`src/hdl/akcd_pkg.sv`:
```
`default_nettype none
package akcd_pkg;

    localparam int MAX_KEYS_DEF    = 5;
    localparam int SAMPLE_BITS_DEF = 10;
    localparam int KEY_BITS        = 3;
    localparam int PERIOD_BITS     = 7;
    localparam int CFG_INDEX_BITS  = 3;

    typedef logic [KEY_BITS-1:0] key_t;

    localparam key_t NO_KEY = key_t'(5);

    // register indexes on the configuration port
    localparam logic [CFG_INDEX_BITS-1:0] REG_KEY_COUNT    = 3'd0;
    localparam logic [CFG_INDEX_BITS-1:0] REG_THRESHOLD_0  = 3'd1;
    localparam logic [CFG_INDEX_BITS-1:0] REG_CHECK_PERIOD = 3'd6;

    localparam logic [KEY_BITS-1:0]    RESET_KEY_COUNT    = 3'd5;
    localparam logic [PERIOD_BITS-1:0] RESET_CHECK_PERIOD = 7'd100;
    localparam int RESET_THRESHOLDS [5] = '{30, 250, 360, 535, 760};

    typedef struct packed {
        logic [KEY_BITS-1:0]    key_count;
        logic [PERIOD_BITS-1:0] check_period;
    } akcd_ctrl_t;

endpackage
`default_nettype wire

```
`src/hdl/analog_keypad_change_detector.sv`:
```
// Resistor-ladder keypad decoder: each item on the slave stream is one ADC sample, decoded as
// the first of the configured number of ascending thresholds that it lies below (or no key);
// one sample in every check_period is judged, and a judged key that differs from the held one
// yields a result item carrying a press of the new key and a release of the old one. The block
// takes one item per clock unless m_tready stalls it; a result reaches the master stream when its
// sample has passed the input register and then the result register, around a single pass of
// compares and the sample counter, and m_tready stalls pass straight back to s_tready.
// Thresholds and counts must be written on the cfg port while the block is idle (not enforced).
`default_nettype none
module analog_keypad_change_detector
    import akcd_pkg::*;
#(
    parameter int MAX_KEYS    = MAX_KEYS_DEF,
    parameter int SAMPLE_BITS = SAMPLE_BITS_DEF,
    parameter int IN_BYTES    = (SAMPLE_BITS + 7) / 8,
    parameter int CFG_BITS    = (SAMPLE_BITS > PERIOD_BITS) ? SAMPLE_BITS : PERIOD_BITS
)
(
    input  wire logic                       clk,
    input  wire logic                       rst_n,
    input  wire logic                       cfg_we,
    input  wire logic [CFG_INDEX_BITS-1:0]  cfg_index,
    input  wire logic [CFG_BITS-1:0]        cfg_data,
    input  wire logic                       s_tvalid,
    output logic                            s_tready,
    input  wire logic [IN_BYTES*8-1:0]      s_tdata,   // sample
    output logic                            m_tvalid,
    input  wire logic                       m_tready,
    output logic [7:0]                      m_tdata    // press_valid, press_key, release_valid,
                                                       // release_key
);

    akcd_ctrl_t ctrl;
    logic [MAX_KEYS-1:0][SAMPLE_BITS-1:0] thresholds;
    logic press_valid;
    key_t press_key;
    logic release_valid;
    key_t release_key;

    akcd_cfg #(
        .MAX_KEYS    (MAX_KEYS),
        .SAMPLE_BITS (SAMPLE_BITS),
        .CFG_BITS    (CFG_BITS)
    ) u_cfg (
        .clk        (clk),
        .rst_n      (rst_n),
        .cfg_we     (cfg_we),
        .cfg_index  (cfg_index),
        .cfg_data   (cfg_data),
        .ctrl       (ctrl),
        .thresholds (thresholds)
    );

    akcd_core #(
        .MAX_KEYS    (MAX_KEYS),
        .SAMPLE_BITS (SAMPLE_BITS)
    ) u_core (
        .clk           (clk),
        .rst_n         (rst_n),
        .ctrl          (ctrl),
        .thresholds    (thresholds),
        .in_valid      (s_tvalid),
        .in_ready      (s_tready),
        .in_sample     (s_tdata[SAMPLE_BITS-1:0]),
        .out_valid     (m_tvalid),
        .out_ready     (m_tready),
        .press_valid   (press_valid),
        .press_key     (press_key),
        .release_valid (release_valid),
        .release_key   (release_key)
    );

    assign m_tdata = {release_key, release_valid, press_key, press_valid};

endmodule
`default_nettype wire

```
`src/hdl/akcd_cfg.sv`:
```
`default_nettype none
module akcd_cfg
    import akcd_pkg::*;
#(
    parameter int MAX_KEYS    = MAX_KEYS_DEF,
    parameter int SAMPLE_BITS = SAMPLE_BITS_DEF,
    parameter int CFG_BITS    = (SAMPLE_BITS > PERIOD_BITS) ? SAMPLE_BITS : PERIOD_BITS
)
(
    input  wire logic                                   clk,
    input  wire logic                                   rst_n,
    input  wire logic                                   cfg_we,
    input  wire logic [CFG_INDEX_BITS-1:0]              cfg_index,
    input  wire logic [CFG_BITS-1:0]                    cfg_data,
    output akcd_ctrl_t                                  ctrl,
    output logic      [MAX_KEYS-1:0][SAMPLE_BITS-1:0]   thresholds
);

    akcd_ctrl_t ctrl_reg;
    logic [MAX_KEYS-1:0][SAMPLE_BITS-1:0] thr_reg;

    always_ff @(posedge clk or negedge rst_n)
    begin
        if (!rst_n)
        begin
            ctrl_reg.key_count    <= RESET_KEY_COUNT;
            ctrl_reg.check_period <= RESET_CHECK_PERIOD;
        end
        else if (cfg_we)
        begin
            if (cfg_index == REG_KEY_COUNT)
                ctrl_reg.key_count <= cfg_data[KEY_BITS-1:0];
            if (cfg_index == REG_CHECK_PERIOD)
                ctrl_reg.check_period <= cfg_data[PERIOD_BITS-1:0];
        end
    end

    always_ff @(posedge clk or negedge rst_n)
    begin
        if (!rst_n)
        begin
            for (int i = 0; i < MAX_KEYS; i++)
                thr_reg[i] <= SAMPLE_BITS'(RESET_THRESHOLDS[i]);
        end
        else if (cfg_we)
        begin
            for (int i = 0; i < MAX_KEYS; i++)
            begin
                if (cfg_index == CFG_INDEX_BITS'(REG_THRESHOLD_0 + i))
                    thr_reg[i] <= cfg_data[SAMPLE_BITS-1:0];
            end
        end
    end

    assign ctrl       = ctrl_reg;
    assign thresholds = thr_reg;

endmodule
`default_nettype wire

```
`src/hdl/akcd_core.sv`:
```
`default_nettype none
module akcd_core
    import akcd_pkg::*;
#(
    parameter int MAX_KEYS    = MAX_KEYS_DEF,
    parameter int SAMPLE_BITS = SAMPLE_BITS_DEF
)
(
    input  wire logic                                   clk,
    input  wire logic                                   rst_n,
    input  wire akcd_ctrl_t                             ctrl,
    input  wire logic [MAX_KEYS-1:0][SAMPLE_BITS-1:0]   thresholds,
    input  wire logic                                   in_valid,
    output logic                                        in_ready,
    input  wire logic [SAMPLE_BITS-1:0]                 in_sample,
    output logic                                        out_valid,
    input  wire logic                                   out_ready,
    output logic                                        press_valid,
    output key_t                                        press_key,
    output logic                                        release_valid,
    output key_t                                        release_key
);

    localparam logic [KEY_BITS-1:0] MAX_KEYS_K = KEY_BITS'(MAX_KEYS);

    logic                   in_valid_reg;
    logic [SAMPLE_BITS-1:0] sample_reg;
    logic [PERIOD_BITS-1:0] count_reg;
    logic [PERIOD_BITS-1:0] count_next;
    key_t                   held_key_reg;
    logic                   out_valid_reg;
    logic                   out_valid_next;
    logic                   press_valid_reg;
    key_t                   press_key_reg;
    logic                   release_valid_reg;
    key_t                   release_key_reg;

    logic                   advance;
    logic                   judged;
    logic                   emit;
    logic [PERIOD_BITS:0]   count_inc;
    logic [KEY_BITS-1:0]    used_keys;
    key_t                   key;

    assign advance  = in_valid_reg && (!out_valid_reg || out_ready);
    assign in_ready = !in_valid_reg || advance;

    assign used_keys = (ctrl.key_count > MAX_KEYS_K) ? MAX_KEYS_K : ctrl.key_count;

    // first threshold in use that the sample lies below
    always_comb
    begin
        key = NO_KEY;
        for (int i = MAX_KEYS - 1; i >= 0; i--)
        begin
            if (KEY_BITS'(i) < used_keys && sample_reg < thresholds[i])
                key = KEY_BITS'(i);
        end
    end

    assign count_inc  = {1'b0, count_reg} + {{PERIOD_BITS{1'b0}}, 1'b1};
    assign judged     = !(count_inc < {1'b0, ctrl.check_period});
    assign count_next = judged ? '0 : count_inc[PERIOD_BITS-1:0];
    assign emit       = judged && (key != held_key_reg);

    assign out_valid_next = advance ? emit : (out_valid_reg && !out_ready);

    always_ff @(posedge clk or negedge rst_n)
    begin
        if (!rst_n)
        begin
            in_valid_reg  <= 1'b0;
            out_valid_reg <= 1'b0;
            count_reg     <= '0;
            held_key_reg  <= NO_KEY;
        end
        else
        begin
            if (in_ready)
                in_valid_reg <= in_valid;
            out_valid_reg <= out_valid_next;
            if (advance)
            begin
                count_reg <= count_next;
                if (emit)
                    held_key_reg <= key;
            end
        end
    end

    always_ff @(posedge clk)
    begin
        if (in_ready && in_valid)
            sample_reg <= in_sample;
        if (advance && emit)
        begin
            press_valid_reg   <= (key != NO_KEY);
            press_key_reg     <= (key != NO_KEY) ? key : '0;
            release_valid_reg <= (held_key_reg != NO_KEY);
            release_key_reg   <= (held_key_reg != NO_KEY) ? held_key_reg : '0;
        end
    end

    assign out_valid     = out_valid_reg;
    assign press_valid   = press_valid_reg;
    assign press_key     = press_key_reg;
    assign release_valid = release_valid_reg;
    assign release_key   = release_key_reg;

    a_held_range: assert property (@(posedge clk) disable iff (!rst_n)
        held_key_reg <= NO_KEY)
        else $error("held key out of range");

    a_keys_differ: assert property (@(posedge clk) disable iff (!rst_n)
        out_valid_reg && press_valid_reg && release_valid_reg |->
            press_key_reg != release_key_reg)
        else $error("press and release of the same key");

    a_unused_zero: assert property (@(posedge clk) disable iff (!rst_n)
        out_valid_reg |-> (press_valid_reg || press_key_reg == '0)
                       && (release_valid_reg || release_key_reg == '0))
        else $error("unused key field not zero");

    a_held_follows: assert property (@(posedge clk) disable iff (!rst_n)
        advance && emit |=>
            held_key_reg == (press_valid_reg ? press_key_reg : NO_KEY))
        else $error("held key does not match the emitted press");

endmodule
`default_nettype wire
```
`config.mk`:
```
export PLATFORM = sky130hd
export DESIGN_NAME = analog_keypad_change_detector
export DESIGN_NICKNAME = d
export VERILOG_FILES = /design/src/hdl/akcd_pkg.sv /design/src/hdl/analog_keypad_change_detector.sv /design/src/hdl/akcd_cfg.sv /design/src/hdl/akcd_core.sv
export SDC_FILE = /design/constraint.sdc
export NUM_CORES = 1
export LEC_CHECK = 0
export BUFFER_PORTS_ARGS = -buffer_cell sky130_fd_sc_hd__buf_2
export CORE_MARGIN = 4
export CORE_UTILIZATION = 45
export CTS_CLUSTER_SIZE = 12
export DETAILED_ROUTE_END_ITERATION = 8
export PLACE_DENSITY = 0.7
export REMOVE_ABC_BUFFERS = 1
export SLEW_MARGIN = 20
export SYNTH_ARGS = -nofsm -noshare
export SYNTH_HDL_FRONTEND = slang
export SYNTH_SLANG_ARGS = --single-unit
```
`constraint.sdc`:
```
create_clock -name clk -period 4.1 [get_ports clk]
set_input_delay 0.615 -clock clk [delete_from_list [all_inputs] [get_ports clk]]
set_output_delay 0.615 -clock clk [all_outputs]
set_load 0.01 [all_outputs]
```
# Yosys cells after proc, flatten, opt, wreduce, memory -nomap -nowiden
# Cells that the tools add are included.
# classes
n_lt_le_gt_ge	12
mux	8
eq_ne	9
reduce_logical	25
addsub	1
# ops
cell	n
$lt 10x10->1	5
$reduce_and 2->1	8
$mux 3	5
$logic_and 1x1->1	10
$eq 3x3->1 const B	3
$add 7x1->8 const B	1
$lt 8x7->1	1
$mux 7	1
$eq 3x2->1 const B	2
$lt 1x3->1 const A	2
$lt 2x3->1 const A	2
$ne 3x3->1 const B	2
$logic_not 1->1	4
$eq 3x1->1 const B	1
$gt 3x3->1 const B	1
$logic_not 3->1	1
$lt 3x3->1 const A	1
$ne 3x3->1	1
$logic_or 1x1->1	2
$mux 1	2
# totals
output_inout_bits	10
input_bits	34
elab_cells	71
ff_bits	90

# Logic depth before layout (Yosys ltp)
# Gate-level depths: netlist of the first run.
# depth
word_depth	12
ltp_mapped	11
depth_no_buf	11

# By module
# A second synthesis of the first run with hierarchy kept.
# hier_totals
hier_cells	415
area_unflattened_um2	4928.5
# modules_own_cells
module	area_per_inst_um2	cells_per_inst	instances
akcd_core	2595.0	281	1
akcd_cfg	2318.5	132	1
analog_keypad_change_detector	15.0	2	1

# Least setup slack after synthesis of the first run
# OpenSTA, ideal clock, no wires.
# synth_path
path_kind	register to register
from	register u_core.count_reg[0]
to	register u_core.press_key_reg[0], in the netlist u_core.press_key[0] (enable)
arrival_time_ps	2564
slack_ps	1152
synth_period_minus_slack_ps	2948
setup_ps	384
stages_incl_launch_ff	11
required_ps	3716
path_cell_list	dfrtp_1 ha_1 xor2_1 ha_1 a21o_1 a31oi_1 o21ai_1 a21oi_1 o21ai_1 nand2_1 o21ai_0
# synth_between
elab_chain_cells	5
# synth_lines
element	line	source
start, declared	akcd_core.sv:28	logic [PERIOD_BITS-1:0] count_reg;
start signal, assigned	akcd_core.sv:84	count_reg <= count_next;
$add 7x1->8	akcd_core.sv:61	assign count_inc = {1'b0, count_reg} + {{PERIOD_BITS{1'b0}}, 1'b1};
$lt 8x7->1	akcd_core.sv:62	assign judged = !(count_inc < {1'b0, ctrl.check_period});
$logic_not 1->1	akcd_core.sv:62	
$logic_and 1x1->1	akcd_core.sv:64	assign emit = judged && (key != held_key_reg);
$logic_and 1x1->1	akcd_core.sv:95	if (advance && emit)
end signal, assigned	akcd_core.sv:98	press_key_reg <= (key != NO_KEY) ? key : '0;
end, declared	akcd_core.sv:34	key_t press_key_reg;
# Every way passes these cells.
# A chain may end at the register's enable or synchronous reset.

# Worst setup path after layout of the first run
# layout_path
from	register u_core.count_reg[0]
to	register u_core.press_valid_reg, in the netlist u_core.press_valid (enable)
# layout_between
elab_chain_cells	5
# layout_lines
element	line	source
$add 7x1->8	akcd_core.sv:61	
$lt 8x7->1	akcd_core.sv:62	
$logic_not 1->1	akcd_core.sv:62	
$logic_and 1x1->1	akcd_core.sv:64	
$logic_and 1x1->1	akcd_core.sv:95	
end signal, assigned	akcd_core.sv:97	press_valid_reg <= (key != NO_KEY);
end, declared	akcd_core.sv:33	logic press_valid_reg;
# Every way passes these cells.

==> impl_metrics.json, run 1 <==
{
  "status": "completed",
  "multiInputGateArea_sq_mm": 0.00223,
  "antenna_found_initial": 0,
  "critPathRequiredTime_ns": 4.10,
  "cp_slowest_cell": "dfrtp_1",
  "dpl-instance-area_sq_mm": 0.00518,
  "path_cells": "ha_1 -> nand3_1 -> xnor2_1 -> ha_1 -> nand2_1 -> o21ai_1 -> a21oi_1 -> o21ai_1 -> nand2_1 -> a211o_1 -> o21ai_1",
  "fin_area_sq_mm": 0.00535,
  "p_leak_nw": 2.39,
  "pwr-share-clk": 0.201,
  "hold_depth": 1,
  "path_clk_slew_ns": 0.09,
  "cp-start-kind": "flop",
  "relSlewSlack": 0.396,
  "netlist_area_sq_mm": 0.00485,
  "rows": 37,
  "wire_per_inst_microns": 15.6,
  "drt_iter0_drc": 107,
  "worstPathArrival_ns": 3.33,
  "cts_num_sinks": 90,
  "viasPerCell": 5.31,
  "fp.coreArea_sq_mm": 0.0104,
  "drv_cap": 0,
  "async_flop_share": 0.800,
  "grt-ovfl-total": 0,
  "post-dp-hpwl_microns": 7260,
  "r2r_end": "u_core.press_valid$_DFFE_PP_",
  "ant_nets": 0,
  "dpl_worst_slack_ns": 0.532,
  "synth_seq_area_share": 0.491,
  "initial_utilization": 0.466,
  "fp.dieH_microns": 112,
  "place_congestion": 0.819,
  "postCtsSetupBuffers": 0,
  "p_total_w": 0.00263,
  "seq_power_share": 0.489,
  "grt_setup_unrepaired": "no",
  "cp-end-kind": "flop",
  "seq_area_sq_mm": 0.00238,
  "min_period_ns": 3.33,
  "switching_share": 0.334,
  "hold_path_startpoint": "s_tdata[3]",
  "die-area_sq_mm": 0.0125,
  "setup.worst_path.class": "reg -> reg",
  "fin_cells": 630,
  "syn-mean-instance-area_sq_um": 10.8,
  "peakVddDrop_mv": 0.291,
  "die_w_microns": 112,
  "hold_viol_final": 0,
  "cts_max_level": 3,
  "combPwrFrac": 0.311,
  "final.setup_skew_ns": 0.0127,
  "hold_class": "in -> reg",
  "fin_nets": 575,
  "synth-seq-cells": 90,
  "setup_viol": 0,
  "cpPeakStageDelay_ns": 0.45,
  "first_pass_iters": 4,
  "synthToLayoutAreaGrowth_pct": 10.3,
  "vias": 3344,
  "final.setup.tns_ns": 0,
  "synth-edff-count": 18,
  "nFillCells": 929,
  "routed_wl_microns": 9810,
  "cts_resized": 0,
  "io_buffer_count": 37,
  "drv_slew": 0,
  "io_pins": 44,
  "tightest_slew_ns": 0.905,
  "grt_max_degree": 73,
  "cp_top_family": "compound AO/OA/AOI/OAI gates",
  "fin_ws_ns": 0.767,
  "ctsHoldBuffers": 0,
  "grt_usage": 0.167,
  "synth_warnings": 0,
  "clock.fmax_mhz": 300,
  "root_buffer": "clkbuf_8",
  "reg2reg_depth": 11,
  "grt_pass1_wl_microns": 16500,
  "drive_above_1_share": 0.275,
  "cp_max_fo": 8,
  "dp.cells": 614,
  "cts_buffers": 9,
  "drcViolationCount": 0,
  "reg2reg_from": "u_core.count_reg[0]$_DFFE_PN0P_",
  "syn_inst": 449,
  "p_switching_w": 0.000881,
  "yosysUniqueCellTypes": 46,
  "intPower_w": 0.00175,
  "worstPathBufferInverterCount": 0,
  "crit_top_cell": "o21ai_1",
  "num_antenna_cells": 0,
  "cts_tree": "yes",
  "largest_reg_flops": 50,
  "clk_latency_ns": 0.36,
  "cts_buffer_depth": 2,
  "ys.flop_type": "dfrtp_1",
  "first_global_vias": 3273,
  "rrSetupSlack_ns": 0.77,
  "powerDensity_mw_per_mm2": 492,
  "worstHoldEndpoint": "u_core.sample_reg[3]$_DFFE_PP_",
  "min_period_over_period": 0.813
}
-- worst register-to-register path, delay by kind of cell (launching register included) --
kind / cells / cell delay (ns)
xor gates and xnor gates: 1 / 0.18
adders and majority gates: 2 / 0.56
and+or+nand+nor: 3 / 0.47
DFF: 1 / 0.45
AOI/OAI and AO/OA: 5 / 1.32
-- synthesized netlist by cell type, types with 4 or more instances --
master	count	area, sq um
a211oi_1	5	37.5
a21o_1	4	30.0
a21oi_1	15	75.1
clkbuf_1	9	33.8
dfrtp_1	40	1000
dfstp_2	32	841
edfxtp_1	18	541
ha_1	52	651
inv_1	54	203
mux2_2	35	394
nand2_1	53	199
nand2b_1	8	50.1
nand3_1	9	45.0
nand4_1	4	25.0
nor2_1	10	37.5
nor3_1	5	25.0
o21ai_0	45	225
xor2_1	4	35.0
-- metrics by stage --
step | hold WS, ns | utilization
6_report | 0.424 | 0.514
5_1_grt | 0.397 | 0.514
4_1_cts | 0.405 | 0.513
3_5_place_dp | 0.488 | 0.498
3_3_place_gp | 0.487 | 0.498
2_1_floorplan | 0.319 | -
-- worst max path at each step --
stage,start,endpoint,slack (ns),cells past startpoint
after floorplan,u_core.count_reg[0]$_DFFE_PN0P_,u_core.press_key[0]$_SDFFCE_PN0P_,1.15,10
after global placement,u_core.count_reg[0]$_DFFE_PN0P_,u_core.press_key[2]$_SDFFCE_PN0P_,0.65,10
after detailed placement,u_core.count_reg[0]$_DFFE_PN0P_,u_core.press_key[2]$_SDFFCE_PN0P_,0.53,10
after CTS,u_core.count_reg[0]$_DFFE_PN0P_,u_core.press_key[2]$_SDFFCE_PN0P_,0.53,10
after global routing,u_core.count_reg[0]$_DFFE_PN0P_,u_core.release_key[1]$_SDFFCE_PN0P_,0.47,11
final,u_core.count_reg[0]$_DFFE_PN0P_,u_core.press_valid$_DFFE_PP_,0.77,11
-- cell type report --
type	instances	area share
well taps	136	0.0318
repair buffers	40	0.0388
multi-input cells	294	0.416
flip-flops and latches	90	0.445
clock inverters	4	0.00538
inverters	54	0.0379
clock buffers	12	0.0252
-- logic make-up (layout without fill, tap and decap cells) --
family,Yosys count,count (layout),synth area share
and+or+nand+nor,111,111,0.117
AOI/OAI and AO/OA,90,90,0.114
adders and majority gates,52,52,0.134
muxes,35,35,0.0812
DFF,90,90,0.491
xor gates and xnor gates,6,6,0.0108
buffers and inverters,65,110,0.0518
-- cells in the final DEF, fill, tap and decap left out, drive strengths merged, types with 3 or more instances in the layout --
cell    synthesis  routed
mux2           35      35
a21o            4       4
dfstp          32      32
nor3b           4       4
nand4b          3       3
a31oi           4       4
nand4           4       4
a21oi          16      16
nor3            8       8
dfrtp          40      40
inv            54      54
nand2b          8       8
nor2           11      11
and2            3       3
clkbuf          9      12
edfxtp         18      18
a211oi          6       6
nand2          53      53
a211o           3       3
nand3           9       9
ha             52      52
buf             2      40
xor2            4       4
o21ai          49      49
-- routing by layer --
metal  global-route usage  vias to the layer above  share of wire
met4               0.0422                        0         0.0082
met2                0.265                       68           0.47
met5                    0                        -              0
li1                     -                     1645              -
met1                0.229                     1626           0.48
met3               0.0451                        5          0.046
-- power by group through the flow --
stage,logic (W),clock network [W],registers (W)
floorplan,0.000599,0,0.00128
global placement,0.000787,0,0.00130
detailed placement,0.000820,0,0.00130
CTS,0.000824,0.000550,0.00129
global route,0.000944,0.000588,0.00131
finish,0.000818,0.000529,0.00129
No activity file was read; power rests on OpenSTA's default activity.
==> run 2, diff against run 1 <==
- clock period: 4.1 -> 3.3 ns (I/O delays scaled with it)
==> impl_metrics.json, run 2 (synthesis results as in run 1) <==
{
  "post-dp-hpwl_microns": 7570,
  "final.setup_skew_ns": 0.00848,
  "cp_max_fo": 8,
  "setup.worst_path.class": "reg -> reg",
  "fin_area_sq_mm": 0.00544,
  "cp-start-kind": "flop",
  "grt_usage": 0.172,
  "nFillCells": 940,
  "synthToLayoutAreaGrowth_pct": 12.0,
  "drt_iter0_drc": 191,
  "cts_resized": 0,
  "first_global_vias": 3491,
  "die_w_microns": 112,
  "worstPathBufferInverterCount": 1,
  "cts_tree": "yes",
  "final_common_cell": "inv_1",
  "tightest_slew_ns": 0.800,
  "multiInputGateArea_sq_mm": 0.00222,
  "initial_utilization": 0.466,
  "antenna_found_initial": 0,
  "num_antenna_cells": 0,
  "cts_buffers": 9,
  "cpPeakStageDelay_ns": 0.53,
  "root_buffer": "clkbuf_8",
  "drive_above_1_share": 0.285,
  "hold_viol_final": 0,
  "path_clk_slew_ns": 0.09,
  "drcViolationCount": 0,
  "min_period_ns": 2.73,
  "routed_wl_microns": 9980,
  "combPwrFrac": 0.302,
  "cts_max_level": 3,
  "critPathRequiredTime_ns": 3.37,
  "relSlewSlack": 0.467,
  "cp_top_family": "compound AO/OA/AOI/OAI gates",
  "fp.coreArea_sq_mm": 0.0104,
  "clk_latency_ns": 0.36,
  "worstPathArrival_ns": 2.80,
  "place_congestion": 0.822,
  "first_pass_iters": 4,
  "ant_nets": 0,
  "setup_viol": 0,
  "peakVddDrop_mv": 0.398,
  "io_pins": 44,
  "die-area_sq_mm": 0.0125,
  "path_cells": "ha_1 -> a21o_1 -> a21oi_1 -> o21ai_0 -> a21oi_2 -> nor4_1 -> o2bb2ai_2 -> a211o_1 -> o21ai_0 -> buf_4",
  "cts_num_sinks": 90,
  "seq_power_share": 0.468,
  "fp.dieH_microns": 112,
  "rows": 37,
  "intPower_w": 0.00232,
  "viasPerCell": 5.31,
  "grt_max_degree": 41,
  "wire_per_inst_microns": 15.7,
  "drv_cap": 0,
  "hold_class": "in -> async",
  "fin_ws_ns": 0.571,
  "cp_slowest_cell": "edfxtp_1",
  "switching_share": 0.323,
  "ctsHoldBuffers": 0,
  "dpl_worst_slack_ns": 0.592,
  "seq_area_sq_mm": 0.00238,
  "p_leak_nw": 2.44,
  "drv_slew": 0,
  "vias": 3367,
  "p_switching_w": 0.00110,
  "largest_reg_flops": 50,
  "cts_buffer_depth": 2,
  "cp-end-kind": "flop",
  "powerDensity_mw_per_mm2": 629,
  "status": "completed",
  "fin_nets": 579,
  "pwr-share-clk": 0.230,
  "clock.fmax_mhz": 366,
  "postCtsSetupBuffers": 0,
  "final.setup.tns_ns": 0,
  "dpl-instance-area_sq_mm": 0.00523,
  "io_buffer_count": 37,
  "min_period_over_period": 0.827,
  "grt-ovfl-total": 0,
  "grt_pass1_wl_microns": 16900,
  "grt_setup_unrepaired": "no",
  "layout_common_cells": "inv_1, nand2_1, ha_1",
  "crit_top_cell": "o21ai_0"
}
-- run 2: path summary, 6_finish.rpt --
| path | end | startpoint | slack (ns) | cells past startpoint |
|---|---|---|---|---|
| worst max-delay path | u_core.release_key[1]$_SDFFCE_PN0P_ | u_core.sample_reg[3]$_DFFE_PP_ | 0.57 | 10 |
| worst min-delay path | u_cfg.thresholds[12]$_DFFE_PN0P_ | rst_n | 0.21 | 1 |
| worst max register to register | u_core.release_key[1]$_SDFFCE_PN0P_ | u_core.sample_reg[3]$_DFFE_PP_ | 0.57 | 10 |
| worst min register to register | u_core.held_key_reg[2]$_DFFE_PN1P_ | u_core.held_key_reg[2]$_DFFE_PN1P_ | 0.50 | 2 |
| max in group asynchronous | u_core.held_key_reg[0]$_DFFE_PN1P_ | rst_n | 2.35 | 2 |
| min in group clk | u_core.sample_reg[7]$_DFFE_PP_ | s_tdata[7] | 0.30 | 1 |
-- run 2: layout make-up --
cell class                      instances  area share
Inverter                               54      0.0373
Clock inverter                          6      0.0115
Clock buffer                           10      0.0274
Timing Repair Buffer                   44      0.0460
Sequential cell                        90       0.438
Tap cell                              136      0.0313
Multi-Input combinational cell        294       0.408
-- run 2: power groups by stage --
stage                     Combinational (W)  Sequential (W)  Clock, W
after floorplan                    0.000744         0.00159         0
final                               0.00103         0.00160  0.000785
after CTS                           0.00105         0.00160  0.000810
after global routing                0.00119         0.00163  0.000859
after global placement             0.000993         0.00161         0
after detailed placement            0.00104         0.00162         0
-- run 2: worst register-to-register path, stage by stage, from the launching register on --
cell and delay, ns:
edfxtp_1 0.53, ha_1 0.35, a21o_1 0.16, a21oi_1 0.13, o21ai_0 0.18, a21oi_2 0.31
nor4_1 0.11, o2bb2ai_2 0.13, a211o_1 0.28, o21ai_0 0.08, buf_4 0.19
-- run 2: stage by stage --
step	instances	utilization	total power [W]	hold slack [ns]
after floorplan	438	-	0.00233	0.199
after global placement	618	0.502	0.00260	0.483
after detailed placement	618	0.502	0.00266	0.490
after CTS	634	0.522	0.00346	0.231
after global routing	634	0.522	0.00368	0.255
final	634	0.522	0.00342	0.206
-- run 2: routing by layer --
layer  vias up  part of all wire  global-route usage  routed length (microns)
met5         -                 0                   0                        0
met4         0             0.016              0.0552                      163
met3        13             0.050              0.0413                      499
met2        64              0.47               0.284                     4670
met1      1648              0.47               0.223                     4640
li1       1642                 -                   -                        -
==> run 3, diff against run 2 <==
- clock period: 3.3 -> 2.7 ns (I/O delays scaled with it)
==> impl_metrics.json, run 3 (synthesis results as in run 1) <==
{
  "cts_max_level": 3,
  "clk_latency_ns": 0.36,
  "final_common_cell": "inv_1",
  "path_clk_slew_ns": 0.09,
  "largest_reg_flops": 50,
  "setup.worst_path.class": "reg -> reg",
  "p_leak_nw": 2.53,
  "io_pins": 44,
  "drive_above_1_share": 0.346,
  "dp.cells": 619,
  "grt_pass1_wl_microns": 17200,
  "ant_nets": 0,
  "cp-end-kind": "flop",
  "peakVddDrop_mv": 0.396,
  "cts_buffer_depth": 2,
  "status": "completed",
  "routed_wl_microns": 10900,
  "min_period_over_period": 0.963,
  "drv_slew": 0,
  "fp.dieH_microns": 112,
  "fin_cells": 644,
  "combPwrFrac": 0.323,
  "die-area_sq_mm": 0.0125,
  "synthToLayoutAreaGrowth_pct": 18.5,
  "initial_utilization": 0.466,
  "nFillCells": 908,
  "seq_power_share": 0.430,
  "relSlewSlack": 0.492,
  "final.setup.tns_ns": 0,
  "first_pass_iters": 4,
  "cts_tree": "yes",
  "vias": 3425,
  "num_antenna_cells": 0,
  "powerDensity_mw_per_mm2": 794,
  "layout_common_cells": "inv_1, nand2_1, ha_1",
  "cts_buffers": 9,
  "cp_max_fo": 8,
  "grt-ovfl-total": 0,
  "drv_cap": 0,
  "rows": 37,
  "cts_num_sinks": 90,
  "cp-start-kind": "flop",
  "antenna_found_initial": 0,
  "pwr-share-clk": 0.247,
  "tightest_slew_ns": 0.763,
  "setup_viol": 0,
  "switching_share": 0.321,
  "worstPathArrival_ns": 2.68,
  "final.setup_skew_ns": 0.00888,
  "die_w_microns": 112,
  "place_congestion": 0.867,
  "critPathRequiredTime_ns": 2.78,
  "hold_class": "in -> async",
  "drcViolationCount": 0,
  "fp.coreArea_sq_mm": 0.0104,
  "io_buffer_count": 37,
  "viasPerCell": 5.32,
  "hold_viol_final": 0,
  "p_switching_w": 0.00146,
  "clock.fmax_mhz": 385,
  "root_buffer": "clkbuf_8",
  "grt_usage": 0.174,
  "ctsHoldBuffers": 0,
  "min_period_ns": 2.60,
  "first_global_vias": 3513,
  "intPower_w": 0.00310,
  "p_total_w": 0.00456,
  "drt_iter0_drc": 232,
  "post-dp-hpwl_microns": 7680,
  "grt_max_degree": 49,
  "fin_nets": 589,
  "wire_per_inst_microns": 16.9
}
[run 3: changes by cell type in the layout (fill, tap and decap cells not counted), moves of 3 or more]
cell and delta:
nor3_1 -3, buf_4 +10, ha_4 +9, o21ai_0 -4, a21oi_1 -3, o21ai_1 +3
ha_1 -9
[run 3: metal layers]
| layer | part of all wire | global-route usage |
|---|---|---|
| met1 | 0.46 | 0.232 |
| met5 | 0 | 0 |
| met3 | 0.042 | 0.0429 |
| met4 | 0.013 | 0.0462 |
| met2 | 0.48 | 0.284 |
[run 3: path summary, 6_finish.rpt]
path / from / to / slack, ns / cells past startpoint
min in group clk: s_tdata[7] / u_core.sample_reg[7]$_DFFE_PP_ / 0.21 / 1
hold / removal: rst_n / u_core.count_reg[2]$_DFFE_PN0P_ / 0.06 / 1
setup reg to reg: u_cfg.thresholds[28]$_DFFE_PN1P_ / u_core.release_key[1]$_SDFFCE_PN0P_ / 0.10 / 9
setup / recovery: u_cfg.thresholds[28]$_DFFE_PN1P_ / u_core.release_key[1]$_SDFFCE_PN0P_ / 0.10 / 9
max in group asynchronous: rst_n / u_cfg.thresholds[43]$_DFFE_PN1P_ / 1.90 / 2
hold reg to reg: u_core.held_key_reg[2]$_DFFE_PN1P_ / u_core.held_key_reg[2]$_DFFE_PN1P_ / 0.50 / 2
[run 3: power by group through the flow]
stage / clock network, W / registers, W / logic [W]
final: 0.00113 / 0.00196 / 0.00147
after global routing: 0.00121 / 0.00200 / 0.00167
after CTS: 0.00114 / 0.00195 / 0.00132
after detailed placement: 0 / 0.00198 / 0.00130
after global placement: 0 / 0.00196 / 0.00124
after floorplan: 0 / 0.00194 / 0.000909
[run 3: cell type report]
cell class                      count  area [sq um]  area share
Clock buffer                       10           138      0.0239
Clock inverter                      6           111      0.0194
Inverter                           54           203      0.0352
Multi-Input combinational cell    294          2420       0.421
Sequential cell                    90          2380       0.414
Tap cell                          136           170      0.0296
Timing Repair Buffer               54           325      0.0566
[run 3: critical path, cell delays in order (launching register included)]
cell and delay (ns):
dfstp_2 0.54, inv_1 0.04, ha_1 0.30, o21ai_0 0.20
o21ai_1 0.14, o31a_4 0.41, o2bb2ai_2 0.13, a211o_1 0.28
o21ai_1 0.08, buf_4 0.18
[run 3: metrics by stage]
stage / utilization / hold slack, ns / setup slack (ns) / area (sq um)
after CTS: 0.528 / 0.0746 / 0.00472 / 5500
final: 0.552 / 0.0594 / 0.101 / 5750
after global routing: 0.552 / 0.0981 / -0.0262 / 5750
after global placement: 0.502 / 0.468 / 0.0509 / 5230
after detailed placement: 0.502 / 0.468 / -0.0198 / 5230
after floorplan: - / 0.109 / -0.248 / 4800
[run 3: timing repair]
action,4_1_cts,5_1_grt
setup buffers,1,8
pin swaps,0,11
endpoints found under the setup margin,8,8
resized for setup,2,29
